<file path="config.mk">
export PLATFORM = sky130hd
export DESIGN_NAME = uart_rx_ring_gap_gated_core
export DESIGN_NICKNAME = d
export VERILOG_FILES = /design/src/sv/urrg_pkg.sv /design/src/sv/urrg_front.sv /design/src/sv/urrg_queue.sv /design/src/sv/urrg_back.sv /design/src/sv/uart_rx_ring_gap_gated_core.sv
export SDC_FILE = /design/constraint.sdc
export NUM_CORES = 1
export LEC_CHECK = 0
export ABC_CLOCK_PERIOD_IN_PS = 5700
export BUFFER_PORTS_ARGS = -buffer_cell sky130_fd_sc_hd__clkbuf_2
export CAP_MARGIN = 5
export CORE_ASPECT_RATIO = 0.6
export CORE_MARGIN = 2
export CORE_UTILIZATION = 42
export DETAILED_ROUTE_END_ITERATION = 16
export PLACE_DENSITY = 0.67
export SLEW_MARGIN = 20
export SYNTH_ARGS = -nofsm -noshare
export SYNTH_HDL_FRONTEND = slang
export SYNTH_SLANG_ARGS = --single-unit
</file>
<file path="constraint.sdc">
create_clock -name clock -period 5.7 [get_ports clock]
set_input_delay 0.855 -clock clock [delete_from_list [all_inputs] [get_ports clock]]
set_output_delay 0.855 -clock clock [all_outputs]
set_load 0.02 [all_outputs]
</file>
<file path="src/sv/urrg_pkg.sv">
package urrg_pkg;

   // field widths fixed by the interface
   localparam int DATA_W      = 8;
   localparam int LEN_W       = 6;
   localparam int GAP_W       = 16;
   localparam int CMD_W       = 2;
   // pointer fields are sized for the largest supported ring (256 entries)
   localparam int PTR_MAX_W   = 8;
   // depth of the job queue between front and back
   localparam int QUEUE_DEPTH = 2;

   // command codes
   localparam logic [CMD_W-1:0] CMD_RECV  = 2'd0;
   localparam logic [CMD_W-1:0] CMD_TICK  = 2'd1;
   localparam logic [CMD_W-1:0] CMD_READ  = 2'd2;
   localparam logic [CMD_W-1:0] CMD_FLUSH = 2'd3;

   typedef struct packed {
      logic [CMD_W-1:0]  cmd;
      logic [DATA_W-1:0] rx_byte;
      logic [LEN_W-1:0]  read_len;
   } req_type;

   typedef struct packed {
      logic [DATA_W-1:0] data_byte;
      logic              has_data;
      logic              last;
      logic [LEN_W-1:0]  count;
   } rsp_type;

   // read job: start of the span to drain and its length, zero for an empty answer
   typedef struct packed {
      logic [PTR_MAX_W-1:0] start_ptr;
      logic [LEN_W-1:0]     len;
   } job_type;

   // ring write port
   typedef struct packed {
      logic                 we;
      logic [PTR_MAX_W-1:0] addr;
      logic [DATA_W-1:0]    data;
   } wr_type;

endpackage

</file>
<file path="src/sv/urrg_front.sv">
module urrg_front #(
   parameter int RING_SIZE = 64
) (
   input  logic                clock,
   input  logic                reset,
   input  logic                accept,
   input  urrg_pkg::req_type   req,
   input  logic                csr_we,
   input  logic [15:0]         csr_wdata,
   output logic                job_push,
   output urrg_pkg::job_type   job,
   output urrg_pkg::wr_type    wr
);
   import urrg_pkg::*;

   localparam int PTR_W = $clog2(RING_SIZE);
   localparam int CW    = (PTR_W + 1 > LEN_W) ? PTR_W + 1 : LEN_W;
   localparam logic [PTR_W-1:0] LAST_IDX = PTR_W'(RING_SIZE - 1);
   localparam logic [PTR_W-1:0] HALF     = PTR_W'(RING_SIZE / 2);
   localparam logic [PTR_W:0]   RS_X     = (PTR_W + 1)'(RING_SIZE);

   logic [PTR_W-1:0] wp_ff, wp_in;
   logic [PTR_W-1:0] rp_ff, rp_in;
   logic [GAP_W-1:0] gap_ff, gap_in;
   logic [GAP_W-1:0] interval_ff;

   logic [PTR_W-1:0] wp_next;
   logic             ring_full;
   logic [PTR_W:0]   fill_sum;
   logic [PTR_W-1:0] filled;
   logic [PTR_W-1:0] filled_after;
   logic [CW-1:0]    len_x;
   logic [CW-1:0]    fill_x;
   logic [LEN_W-1:0] take;
   logic [LEN_W-1:0] take_eff;
   logic [PTR_W:0]   rp_sum;
   logic [PTR_W:0]   rp_wrap;

   // ring occupancy and next write slot
   assign wp_next   = (wp_ff == LAST_IDX) ? '0 : wp_ff + 1'b1;
   assign ring_full = (wp_next == rp_ff);
   assign fill_sum  = {1'b0, wp_ff} + RS_X - {1'b0, rp_ff};
   assign filled    = (fill_sum >= RS_X) ? PTR_W'(fill_sum - RS_X) : fill_sum[PTR_W-1:0];
   assign filled_after = ring_full ? filled : filled + 1'b1;

   // read length: smaller of the request and the fill, nothing while the gap runs
   assign len_x    = CW'(req.read_len);
   assign fill_x   = CW'(filled);
   assign take     = (len_x < fill_x) ? req.read_len : LEN_W'(filled);
   assign take_eff = (gap_ff != '0) ? '0 : take;
   assign rp_sum   = {1'b0, rp_ff} + (PTR_W + 1)'(take_eff);
   assign rp_wrap  = (rp_sum >= RS_X) ? rp_sum - RS_X : rp_sum;

   // command decode and state update
   always_comb begin
      wp_in  = wp_ff;
      rp_in  = rp_ff;
      gap_in = gap_ff;
      if (accept) begin
         unique case (req.cmd)
            CMD_RECV: begin
               if (!ring_full) wp_in = wp_next;
               gap_in = (filled_after > HALF) ? '0 : interval_ff;
            end
            CMD_TICK: begin
               if (gap_ff != '0) gap_in = gap_ff - 1'b1;
            end
            CMD_READ: begin
               rp_in = rp_wrap[PTR_W-1:0];
            end
            CMD_FLUSH: begin
               wp_in  = rp_ff;
               gap_in = '0;
            end
            default: begin
               wp_in = wp_ff;
            end
         endcase
      end
   end

   always_ff @(posedge clock) begin
      if (reset) begin
         wp_ff       <= '0;
         rp_ff       <= '0;
         gap_ff      <= '0;
         interval_ff <= '0;
      end else begin
         wp_ff  <= wp_in;
         rp_ff  <= rp_in;
         gap_ff <= gap_in;
         if (csr_we) interval_ff <= csr_wdata;
      end
   end

   // read job toward the back
   assign job_push      = accept && (req.cmd == CMD_READ);
   assign job.start_ptr = PTR_MAX_W'(rp_ff);
   assign job.len       = take_eff;

   // ring write for a stored byte
   assign wr.we   = accept && (req.cmd == CMD_RECV) && !ring_full;
   assign wr.addr = PTR_MAX_W'(wp_ff);
   assign wr.data = req.rx_byte;

endmodule

</file>
<file path="src/sv/urrg_queue.sv">
module urrg_queue (
   input  logic              clock,
   input  logic              reset,
   input  logic              push,
   input  urrg_pkg::job_type push_job,
   input  logic              pop,
   output logic              not_empty,
   output urrg_pkg::job_type head_job
);
   import urrg_pkg::*;

   localparam int IDX_W = (QUEUE_DEPTH > 1) ? $clog2(QUEUE_DEPTH) : 1;
   localparam int CNT_W = $clog2(QUEUE_DEPTH + 1);
   localparam logic [IDX_W-1:0] LAST_SLOT = IDX_W'(QUEUE_DEPTH - 1);

   job_type          slot_ff [QUEUE_DEPTH];
   logic [IDX_W-1:0] wr_idx_ff, wr_idx_in;
   logic [IDX_W-1:0] rd_idx_ff, rd_idx_in;
   logic [CNT_W-1:0] cnt_ff, cnt_in;
   logic             do_push;
   logic             do_pop;

   assign not_empty = (cnt_ff != '0);
   assign head_job  = slot_ff[rd_idx_ff];
   assign do_push   = push && (cnt_ff != CNT_W'(QUEUE_DEPTH));
   assign do_pop    = pop && not_empty;

   // index and occupancy bookkeeping
   always_comb begin
      wr_idx_in = wr_idx_ff;
      rd_idx_in = rd_idx_ff;
      cnt_in    = cnt_ff;
      if (do_push) wr_idx_in = (wr_idx_ff == LAST_SLOT) ? '0 : wr_idx_ff + 1'b1;
      if (do_pop)  rd_idx_in = (rd_idx_ff == LAST_SLOT) ? '0 : rd_idx_ff + 1'b1;
      if (do_push && !do_pop) cnt_in = cnt_ff + 1'b1;
      else if (do_pop && !do_push) cnt_in = cnt_ff - 1'b1;
   end

   always_ff @(posedge clock) begin
      if (reset) begin
         wr_idx_ff <= '0;
         rd_idx_ff <= '0;
         cnt_ff    <= '0;
      end else begin
         wr_idx_ff <= wr_idx_in;
         rd_idx_ff <= rd_idx_in;
         cnt_ff    <= cnt_in;
      end
   end

   // job storage
   always_ff @(posedge clock) begin
      if (do_push) slot_ff[wr_idx_ff] <= push_job;
   end

endmodule

</file>
<file path="src/sv/urrg_back.sv">
module urrg_back #(
   parameter int RING_SIZE = 64
) (
   input  logic              clock,
   input  logic              reset,
   input  urrg_pkg::wr_type  wr,
   input  logic              job_valid,
   input  urrg_pkg::job_type job,
   output logic              job_pop,
   output logic              active,
   output logic              rsp_strobe,
   output urrg_pkg::rsp_type rsp
);
   import urrg_pkg::*;

   localparam int PTR_W = $clog2(RING_SIZE);
   localparam logic [PTR_W-1:0] LAST_IDX = PTR_W'(RING_SIZE - 1);

   logic [DATA_W-1:0] ring_mem [RING_SIZE];

   logic              active_ff, active_in;
   logic [PTR_W-1:0]  addr_ff, addr_in;
   logic [LEN_W-1:0]  remain_ff, remain_in;
   logic [LEN_W-1:0]  total_ff, total_in;
   logic              out_valid_ff, out_valid_in;
   logic              out_has_ff, out_has_in;
   logic              out_last_ff, out_last_in;
   logic [LEN_W-1:0]  out_count_ff, out_count_in;
   logic [DATA_W-1:0] rdata_ff;

   assign job_pop = job_valid && !active_ff;
   assign active  = active_ff;

   // drain sequencer: one ring read per cycle, empty answers go straight out
   always_comb begin
      active_in    = active_ff;
      addr_in      = addr_ff;
      remain_in    = remain_ff;
      total_in     = total_ff;
      out_valid_in = 1'b0;
      out_has_in   = 1'b0;
      out_last_in  = 1'b1;
      out_count_in = '0;
      if (active_ff) begin
         out_valid_in = 1'b1;
         out_has_in   = 1'b1;
         out_last_in  = (remain_ff == LEN_W'(1));
         out_count_in = total_ff;
         addr_in      = (addr_ff == LAST_IDX) ? '0 : addr_ff + 1'b1;
         remain_in    = remain_ff - 1'b1;
         if (remain_ff == LEN_W'(1)) active_in = 1'b0;
      end else if (job_pop) begin
         if (job.len == '0) begin
            out_valid_in = 1'b1;
         end else begin
            active_in = 1'b1;
            addr_in   = job.start_ptr[PTR_W-1:0];
            remain_in = job.len;
            total_in  = job.len;
         end
      end
   end

   always_ff @(posedge clock) begin
      if (reset) begin
         active_ff    <= 1'b0;
         out_valid_ff <= 1'b0;
      end else begin
         active_ff    <= active_in;
         out_valid_ff <= out_valid_in;
      end
   end

   always_ff @(posedge clock) begin
      addr_ff      <= addr_in;
      remain_ff    <= remain_in;
      total_ff     <= total_in;
      out_has_ff   <= out_has_in;
      out_last_ff  <= out_last_in;
      out_count_ff <= out_count_in;
   end

   // ring storage, one write and one registered read per cycle
   always_ff @(posedge clock) begin
      if (wr.we) ring_mem[wr.addr[PTR_W-1:0]] <= wr.data;
      if (active_ff) rdata_ff <= ring_mem[addr_ff];
   end

   // result register
   assign rsp_strobe    = out_valid_ff;
   assign rsp.data_byte = out_has_ff ? rdata_ff : '0;
   assign rsp.has_data  = out_has_ff;
   assign rsp.last      = out_last_ff;
   assign rsp.count     = out_count_ff;

endmodule

</file>
<file path="src/sv/uart_rx_ring_gap_gated_core.sv">
// channel   ports                        handshake
// request   start, busy, req             taken when start && !busy
// response  rsp_strobe, rsp              each result shown for one cycle, no back-pressure
// csr       csr_we, csr_wdata            gap interval written when csr_we
//
// receive, tick and flush do not queue a job; busy stays low for them
// a read holds busy while its job waits in the queue and while the back drains it,
// reading one ring entry per cycle from a single read port
// an empty answer passes the job queue and the result register; a drain's first byte
// passes the queue, the drain sequencer and the ring read register, then one per cycle
// reset is synchronous; pointers, gap count and gap interval clear, the ring does not
// the receiver cannot stall: every result is shown for exactly one cycle
module uart_rx_ring_gap_gated_core #(
   parameter int RING_SIZE = 64
) (
   input  logic              clock,
   input  logic              reset,
   input  logic              start,
   output logic              busy,
   input  urrg_pkg::req_type req,
   output logic              rsp_strobe,
   output urrg_pkg::rsp_type rsp,
   input  logic              csr_we,
   input  logic [15:0]       csr_wdata
);
   import urrg_pkg::*;

   logic    accept;
   logic    job_push;
   job_type job_front;
   job_type job_head;
   wr_type  wr;
   logic    job_valid;
   logic    job_pop;
   logic    back_active;

   // request acceptance; reads are taken only when no drain is pending
   assign accept = start && !busy;
   assign busy   = job_valid || back_active;

   // classify and apply commands
   urrg_front #(.RING_SIZE(RING_SIZE)) u_front (
      .clock     (clock),
      .reset     (reset),
      .accept    (accept),
      .req       (req),
      .csr_we    (csr_we),
      .csr_wdata (csr_wdata),
      .job_push  (job_push),
      .job       (job_front),
      .wr        (wr)
   );

   // read jobs between front and back
   urrg_queue u_queue (
      .clock     (clock),
      .reset     (reset),
      .push      (job_push),
      .push_job  (job_front),
      .pop       (job_pop),
      .not_empty (job_valid),
      .head_job  (job_head)
   );

   // ring storage and drain
   urrg_back #(.RING_SIZE(RING_SIZE)) u_back (
      .clock      (clock),
      .reset      (reset),
      .wr         (wr),
      .job_valid  (job_valid),
      .job        (job_head),
      .job_pop    (job_pop),
      .active     (back_active),
      .rsp_strobe (rsp_strobe),
      .rsp        (rsp)
   );

   // an answer without data is always the single empty answer
   a_empty_form: assert property (@(posedge clock) disable iff (reset)
      rsp_strobe && !rsp.has_data |-> rsp.last && (rsp.count == '0) && (rsp.data_byte == '0))
      else $error("empty read answer malformed");

   // a taken read keeps the block busy in the next cycle
   a_read_busy: assert property (@(posedge clock) disable iff (reset)
      accept && (req.cmd == CMD_READ) |=> busy)
      else $error("read request did not hold busy");

   // a drain delivers its results in consecutive cycles
   a_drain_gapless: assert property (@(posedge clock) disable iff (reset)
      rsp_strobe && !rsp.last |=> rsp_strobe && $stable(rsp.count))
      else $error("read drain broke or changed count");

   // no request is taken while results of a drain are still to come
   a_no_overlap: assert property (@(posedge clock) disable iff (reset)
      rsp_strobe && !rsp.last |-> busy)
      else $error("request accepted during drain");

endmodule
</file>
==> results.tsv, run 1 <==
metric	value	unit
status	finished clean	
1st-pass router iterations	5	
layout cells sized above 1	14.3	%
post-synthesis to final-layout area growth	11.5	%
number of nets in the final layout	1789	
ranking of synthesized cells by instance count	562 x sky130_fd_sc_hd__edfxtp_1, 189 x sky130_fd_sc_hd__nor2_1, 147 x sky130_fd_sc_hd__mux2i_1	
M1 GR Usage	30.7	%
post-CTS setup buffers	0	
iteration-0 DRC count of the detailed router	1935	
startpoint of the worst hold path	u_back.total_ff[2]$_DFFE_PP_	
Die Y-Extent	196	µm
count of clock tree sinks	621	
Clock Latency Late Sink	0.63	ns
EDFF count, synth	562	
Bufs on Longest Clock Path	3	
Total Negative Setup Slacks	0	ns
Congestion Overflow GR	0	
chip width	324	µm
post-synthesis instance area	25700	µm²
number of rows in the core area	70	
placer's final routability congestion estimate	0.843	
mean instance size in the synthesized netlist	15.3	µm²
number of register bits inferred by synthesis	621	
WL per Instance	22.8	µm
reg-to-reg startpoint	u_front.wp_ff[0]$_SDFFE_PP0P_	
sort of element at the start of the critical path	register	
critical path launch point	u_front.wp_ff[0]$_SDFFE_PP0P_	
grt met2 use	25.3	%
number of instances in the synthesized netlist	1685	
final hold vios	0	
Peak supply drop	0.538	mV
Layout Skew	0.0352	ns
area share of the leading cell type in the synthesized netlist	65.6	%
sequential-to-total area share from yosys stat	70.2	%
leading cell type by number of instances after synthesis	sky130_fd_sc_hd__edfxtp_1	
top area cells in the synthesized netlist	sky130_fd_sc_hd__edfxtp_1 66%, sky130_fd_sc_hd__mux2i_1 5.7%, sky130_fd_sc_hd__mux4_2 5.6%	
post-synthesis cell type count	61	
detailed-route vias per instance	5.67	
Final Instance Area	28700	µm²
core region area	60800	µm²
Resize count post-CTS	0	
most area-hungry cell type in the Yosys netlist	sky130_fd_sc_hd__edfxtp_1	
clock-pin slew on the worst setup and hold paths	0.07	ns
total setup violations reported at the end of the flow	0	
number of maximum-capacitance violations	0	
largest net degree at the start of global routing	83	
worst relative slew slack	32.1	%
H-Tree Depth	2	
final worst slack	0.617	ns
HPWL after detailed placement	37.0	mm
crit path DAT	5.58	ns
critical path fanouts, max	10	
dpl cell area	26900	µm²
setup repair after global routing missed its margin	no	
GRT Total Usage	18.9	%
count of buffers inserted at the top-level ports	53	
DRC Markers	0	
antenna violations before repair	0	
layer with the highest usage after global routing	met1	
clock buffer count from CTS	57	
via count of the first global-routing pass	14121	
die area	63300	µm²
type of the tightest min-delay check	reg -> reg	
met3 capacity usage during global routing	4.88	%
Final ANT Viol Nets	0	
most frequently used flop master after synthesis	sky130_fd_sc_hd__edfxtp_1	
upper clock frequency limit	197	MHz
WL final	59.4	mm
Slew @ Worst Pin	1.01	ns
global-route wire length before repair	90.0	mm
vias post-DR	14738	
leakage	9.57	nW
Period Utilization, post-route	89.2	%
clock tree from TritonCTS	yes	
pre-CTS setup slack	0.671	ns
endpoint kind of the worst setup timing path	register	
total power density per cell area	465	nW/µm²
post-synthesis async set-or-reset flop share	0	%
Tmin final	5.08	ns
Synthesis Warnings	0	
number of fill cells	5174	
utilization after layout	47.2	%
effective utilization at floorplan	42.3	%
diode count	0	
Post-Syn Nets	1748	
required time reported for the critical path endpoint	6.20	ns
number of top-level design ports	54	
count of final max-slew check failures	0	
# hold bufs at CTS	0	
worst setup path category	reg -> reg	
Clk Tree Root Cell	sky130_fd_sc_hd__clkbuf_16	
power after layout	13.3	mW
per-stage QoR:
stage	cells	hold slack (ns)
global placement	2495	0.433
global route	2601	0.473
detailed placement	2495	0.434
CTS	2601	0.441
finish	2601	0.448
floorplan	1685	0.424
layout make-up:
class / instances / area [µm²] / share of cell area (%)
Clock buffer: 69 / 1490 / 5.20
Clock inverter: 37 / 343 / 1.19
Inverter: 24 / 90.1 / 0.314
Multi-Input combinational cell: 945 / 7210 / 25.1
Sequential cell: 621 / 18100 / 62.9
Tap cell: 828 / 1040 / 3.61
Timing Repair Buffer: 77 / 470 / 1.64
cell families after synthesis:
logic type      count (synthesis)  synth area share (%)
mux                           228                  12.1
fa+ha+maj                      27                  1.37
buf+inv                       119                  1.83
compound gates                278                  6.85
flops                         621                  70.2
simple gates                  381                  6.60
xor+xnor                       31                  1.06
worst paths after layout:
kind	to	slack, ns	depth (start not counted)
min	u_back.out_count_ff[2]$_SDFF_PN0_	0.45	1
min reg2reg	u_back.out_count_ff[2]$_SDFF_PN0_	0.45	1
max reg2reg	u_front.rp_ff[5]$_SDFFE_PP0P_	0.62	23
max	u_front.rp_ff[5]$_SDFFE_PP0P_	0.62	23
per-layer routing:
layer,up-vias,share of wire [%]
met5,-,0
met3,75,10
met1,7438,47
met2,604,41
li1,6621,-
met4,0,1.6
worst max-delay path, cell delays in order (launching register included):
cell	delay, ns
sky130_fd_sc_hd__dfxtp_1	0.51
sky130_fd_sc_hd__inv_1	0.17
sky130_fd_sc_hd__ha_1	0.24
sky130_fd_sc_hd__fa_1	0.41
sky130_fd_sc_hd__xnor2_1	0.35
sky130_fd_sc_hd__inv_1	0.16
sky130_fd_sc_hd__ha_1	0.30
sky130_fd_sc_hd__o21ai_0	0.17
sky130_fd_sc_hd__a21oi_1	0.07
sky130_fd_sc_hd__o21ai_0	0.15
sky130_fd_sc_hd__a21oi_1	0.09
sky130_fd_sc_hd__nor3_2	0.17
sky130_fd_sc_hd__buf_4	0.20
sky130_fd_sc_hd__nand2_1	0.06
sky130_fd_sc_hd__o21ai_0	0.12
sky130_fd_sc_hd__and2_1	0.24
sky130_fd_sc_hd__ha_1	0.25
sky130_fd_sc_hd__a21o_1	0.19
sky130_fd_sc_hd__a21o_1	0.20
sky130_fd_sc_hd__a21o_1	0.17
sky130_fd_sc_hd__a21oi_1	0.17
sky130_fd_sc_hd__nand2_1	0.07
sky130_fd_sc_hd__mux2i_1	0.15
sky130_fd_sc_hd__mux2_2	0.34
power by group:
group          internal (mW)  switching, mW  total, mW  leakage (nW)
clock                   2.10           1.68       3.78         0.893
combinational           1.52           2.65       4.17          3.12
sequential              5.23          0.167       5.39          5.56
cell usage in the layout (no fill, tap or decap), types with 15 or more instances in the layout:
| master | count |
|---|---|
| sky130_fd_sc_hd__edfxtp_1 | 562 |
| sky130_fd_sc_hd__nor2_1 | 188 |
| sky130_fd_sc_hd__mux2i_1 | 147 |
| sky130_fd_sc_hd__o21ai_0 | 79 |
| sky130_fd_sc_hd__nand2_1 | 77 |
| sky130_fd_sc_hd__a21oi_1 | 67 |
| sky130_fd_sc_hd__mux4_2 | 64 |
| sky130_fd_sc_hd__dfxtp_1 | 59 |
| sky130_fd_sc_hd__clkbuf_16 | 57 |
| sky130_fd_sc_hd__clkbuf_2 | 53 |
| sky130_fd_sc_hd__o221ai_1 | 40 |
| sky130_fd_sc_hd__nand3_1 | 29 |
| sky130_fd_sc_hd__o22ai_1 | 26 |
| sky130_fd_sc_hd__ha_1 | 25 |
| sky130_fd_sc_hd__inv_1 | 24 |
| sky130_fd_sc_hd__buf_4 | 22 |
| sky130_fd_sc_hd__and2_1 | 19 |
| sky130_fd_sc_hd__a211oi_1 | 19 |
| sky130_fd_sc_hd__o211ai_1 | 18 |
| sky130_fd_sc_hd__xor2_1 | 17 |
| sky130_fd_sc_hd__nor3_1 | 16 |
| sky130_fd_sc_hd__mux2_2 | 15 |
registers in the layout, summed over array words and instances, names as in the netlist, 2 cells and up, named ones only:
name	flops
u_back.out_count_ff	6
u_back.addr_ff	6
u_back.total_ff	6
u_back.rdata_ff	8
u_queue.slot_ff	24
u_queue.cnt_ff	2
u_back.ring_mem	512
u_back.remain_ff	6
u_front.gap_ff	16
u_front.rp_ff	6
u_front.wp_ff	6
u_front.interval_ff	16
Note: power is estimated with default switching activity, not from simulation.
==> run 2: changes to the inputs <==
--- a/config.mk
+++ b/config.mk
@@ -5,12 +5,13 @@
 export SDC_FILE = /design/constraint.sdc
 export NUM_CORES = 1
 export LEC_CHECK = 0
-export ABC_CLOCK_PERIOD_IN_PS = 5700
+export ABC_CLOCK_PERIOD_IN_PS = 5250
 export BUFFER_PORTS_ARGS = -buffer_cell sky130_fd_sc_hd__clkbuf_2
 export CAP_MARGIN = 5
 export CORE_ASPECT_RATIO = 0.6
 export CORE_MARGIN = 2
 export CORE_UTILIZATION = 42
+export CTS_CLUSTER_DIAMETER = 120
 export DETAILED_ROUTE_END_ITERATION = 16
 export PLACE_DENSITY = 0.67
 export SLEW_MARGIN = 20
==> constraint.sdc (replaced) <==
create_clock -name clock -period 5.25 [get_ports clock]
set_input_delay 0.7875 -clock clock [delete_from_list [all_inputs] [get_ports clock]]
set_output_delay 0.7875 -clock clock [all_outputs]
set_load 0.02 [all_outputs]
==> results.tsv, run 2 (synthesis gave the netlist of run 1 again) <==
metric	value	unit
total power density per cell area	505	nW/µm²
setup repair after global routing missed its margin	no	
upper clock frequency limit	205	MHz
count of buffers inserted at the top-level ports	53	
kind of cell adding the most delay to the critical path	simple AND/OR/NAND/NOR gates	
Bufs on Longest Clock Path	3	
WL per Instance	23.1	µm
DRC Markers	0	
Layout Skew	0.0250	ns
Critical Path Slowest Stage Cell	sky130_fd_sc_hd__dfxtp_1	
worst relative slew slack	27.8	%
number of nets in the final layout	1792	
placer's final routability congestion estimate	0.856	
R2R depth	21	
number of maximum-capacitance violations	0	
Slew @ Worst Pin	1.08	ns
area of the multi-input gates	7230	µm²
reg2reg setup slack	0.37	ns
WL final	60.1	mm
clock tree from TritonCTS	yes	
global-route wire length before repair	89.7	mm
combined flip-flop and latch cell area	18100	µm²
number of top-level design ports	54	
count of clock tree sinks	621	
Worst Hold Margin	0.411	ns
worst setup path category	reg -> reg	
iteration-0 DRC count of the detailed router	1957	
final hold vios	0	
Final ANT Viol Nets	0	
critical path fanouts, max	9	
sort of element at the start of the critical path	register	
antenna violations before repair	0	
post-synthesis to final-layout area growth	11.7	%
crit path DAT	5.40	ns
count of final max-slew check failures	0	
endpoint kind of the worst setup timing path	register	
power after layout	14.5	mW
total setup violations reported at the end of the flow	0	
cell count of the worst hold path	3	
H-Tree Depth	2	
leading cell types in the layout, fill and taps excluded	562 x sky130_fd_sc_hd__edfxtp_1, 188 x sky130_fd_sc_hd__nor2_1, 147 x sky130_fd_sc_hd__mux2i_1	
startpoint of the worst hold path	csr_wdata[15]	
core region area	60800	µm²
utilization after layout	47.3	%
number of buffers and inverters on the critical path	2	
reg-to-reg startpoint	u_front.rp_ff[3]$_SDFFE_PP0P_	
status	finished clean	
die area	63300	µm²
largest net degree at the start of global routing	82	
Clock Latency Late Sink	0.64	ns
worst-case hold path end point	u_front.interval_ff[15]$_SDFFE_PP0P_	
number of fill cells	5167	
clock buffer count from CTS	57	
Largest register FFs	512	
Peak supply drop	0.433	mV
diode count	0	
leakage	9.59	nW
Total Negative Setup Slacks	0	ns
Tmin final	4.88	ns
layout cells sized above 1	14.6	%
pre-CTS setup slack	0.200	ns
Congestion Overflow GR	0	
effective utilization at floorplan	42.3	%
post-CTS setup buffers	0	
clock-pin slew on the worst setup and hold paths	0.07	ns
final worst slack	0.371	ns
HPWL after detailed placement	37.3	mm
required time reported for the critical path endpoint	5.77	ns
endpoint of the most critical register-to-register path	u_front.rp_ff[5]$_SDFFE_PP0P_	
number of rows in the core area	70	
type of the tightest min-delay check	in -> reg	
GRT Total Usage	19.0	%
cells along the critical path	inv_1 > ha_1 > o21ai_0 > a21oi_1 > or4_1 > nand3_1 > inv_1 > ha_1 > o21ai_0 > a21oi_1 > nor3_2 > o21ai_0 > and2_1 > ha_1 > a21o_1 > a21o_1 > a21o_1 > a21oi_1 > nand2_1 > mux2i_1 > mux2_2	
vias post-DR	14670	
slowest cell delay on critical path	0.49	ns
Clk Tree Root Cell	sky130_fd_sc_hd__clkbuf_16	
most common library cell in the layout ignoring fill and taps	sky130_fd_sc_hd__edfxtp_1	
1st-pass router iterations	5	
Period Utilization, post-route	92.9	%
chip width	324	µm
Die Y-Extent	196	µm
detailed-route vias per instance	5.64	
via count of the first global-routing pass	13996	
[run 2: changes by cell type in the layout (fill, tap and decap cells not counted), sizes merged]
cell      before  now
bufinv         5    4
clkinv        25   28
buf           24   27
clkinvlp       2    3
inv           29   26
clkbuf       122  121
[run 2: how the worst max path moves through the flow]
stage                                   from                            end  cells past startpoint
3_5_place_dp   u_front.wp_ff[0]$_SDFFE_PP0P_  u_front.rp_ff[5]$_SDFFE_PP0P_                     21
3_3_place_gp   u_front.wp_ff[0]$_SDFFE_PP0P_  u_front.rp_ff[5]$_SDFFE_PP0P_                     21
6_report       u_front.rp_ff[3]$_SDFFE_PP0P_  u_front.rp_ff[5]$_SDFFE_PP0P_                     21
4_1_cts        u_front.wp_ff[0]$_SDFFE_PP0P_  u_front.rp_ff[5]$_SDFFE_PP0P_                     21
2_1_floorplan  u_front.wp_ff[0]$_SDFFE_PP0P_  u_front.rp_ff[5]$_SDFFE_PP0P_                     22
5_1_grt        u_front.rp_ff[3]$_SDFFE_PP0P_  u_front.rp_ff[5]$_SDFFE_PP0P_                     21
[run 2: metrics by stage]
step	instance area [µm²]	std cells
after CTS	28700	2603
after floorplan	25700	1685
after global routing	28700	2603
after global placement	26900	2498
after detailed placement	26900	2498
final	28700	2603
[run 2: worst reg2reg max path, delay by kind of cell (launching register included)]
family	cells	cell delay, ns
AND/OR/NAND/NOR	5	1.30
AO/OA/AOI/OAI	9	1.30
adder cells (fa/ha/maj)	3	0.98
flip-flops	1	0.49
multiplexers	2	0.49
buffers and inverters	2	0.21
[run 2: report_power, final]
group / switching, mW / leakage (nW) / internal (mW)
Sequential: 0.164 / 5.56 / 5.67
Combinational: 2.92 / 3.15 / 1.66
Clock: 1.86 / 0.888 / 2.24
Total: 4.94 / 9.59 / 9.58
[run 2: metal layers]
metal	global-route usage [%]	wire, µm	share of wire, %	up-vias
met4	3.96	899	1.5	0
li1	-	-	-	6611
met5	0	0	0	-
met2	25.3	24400	41	635
met1	30.5	28300	47	7351
met3	5.50	6480	11	73
[run 2: repair_timing]
action / CTS / global route
gates resized for setup: 0 / 4
hold buffers: 0 / 0
endpoints found under the setup margin: 0 / 1
[run 2: area by class of cell]
| class | count | area share [%] |
|---|---|---|
| Tap cell | 828 | 3.60 |
| Multi-Input combinational cell | 945 | 25.1 |
| Clock inverter | 37 | 1.17 |
| Clock buffer | 68 | 5.21 |
| Inverter | 24 | 0.313 |
| Sequential cell | 621 | 62.8 |
| Timing Repair Buffer | 80 | 1.72 |
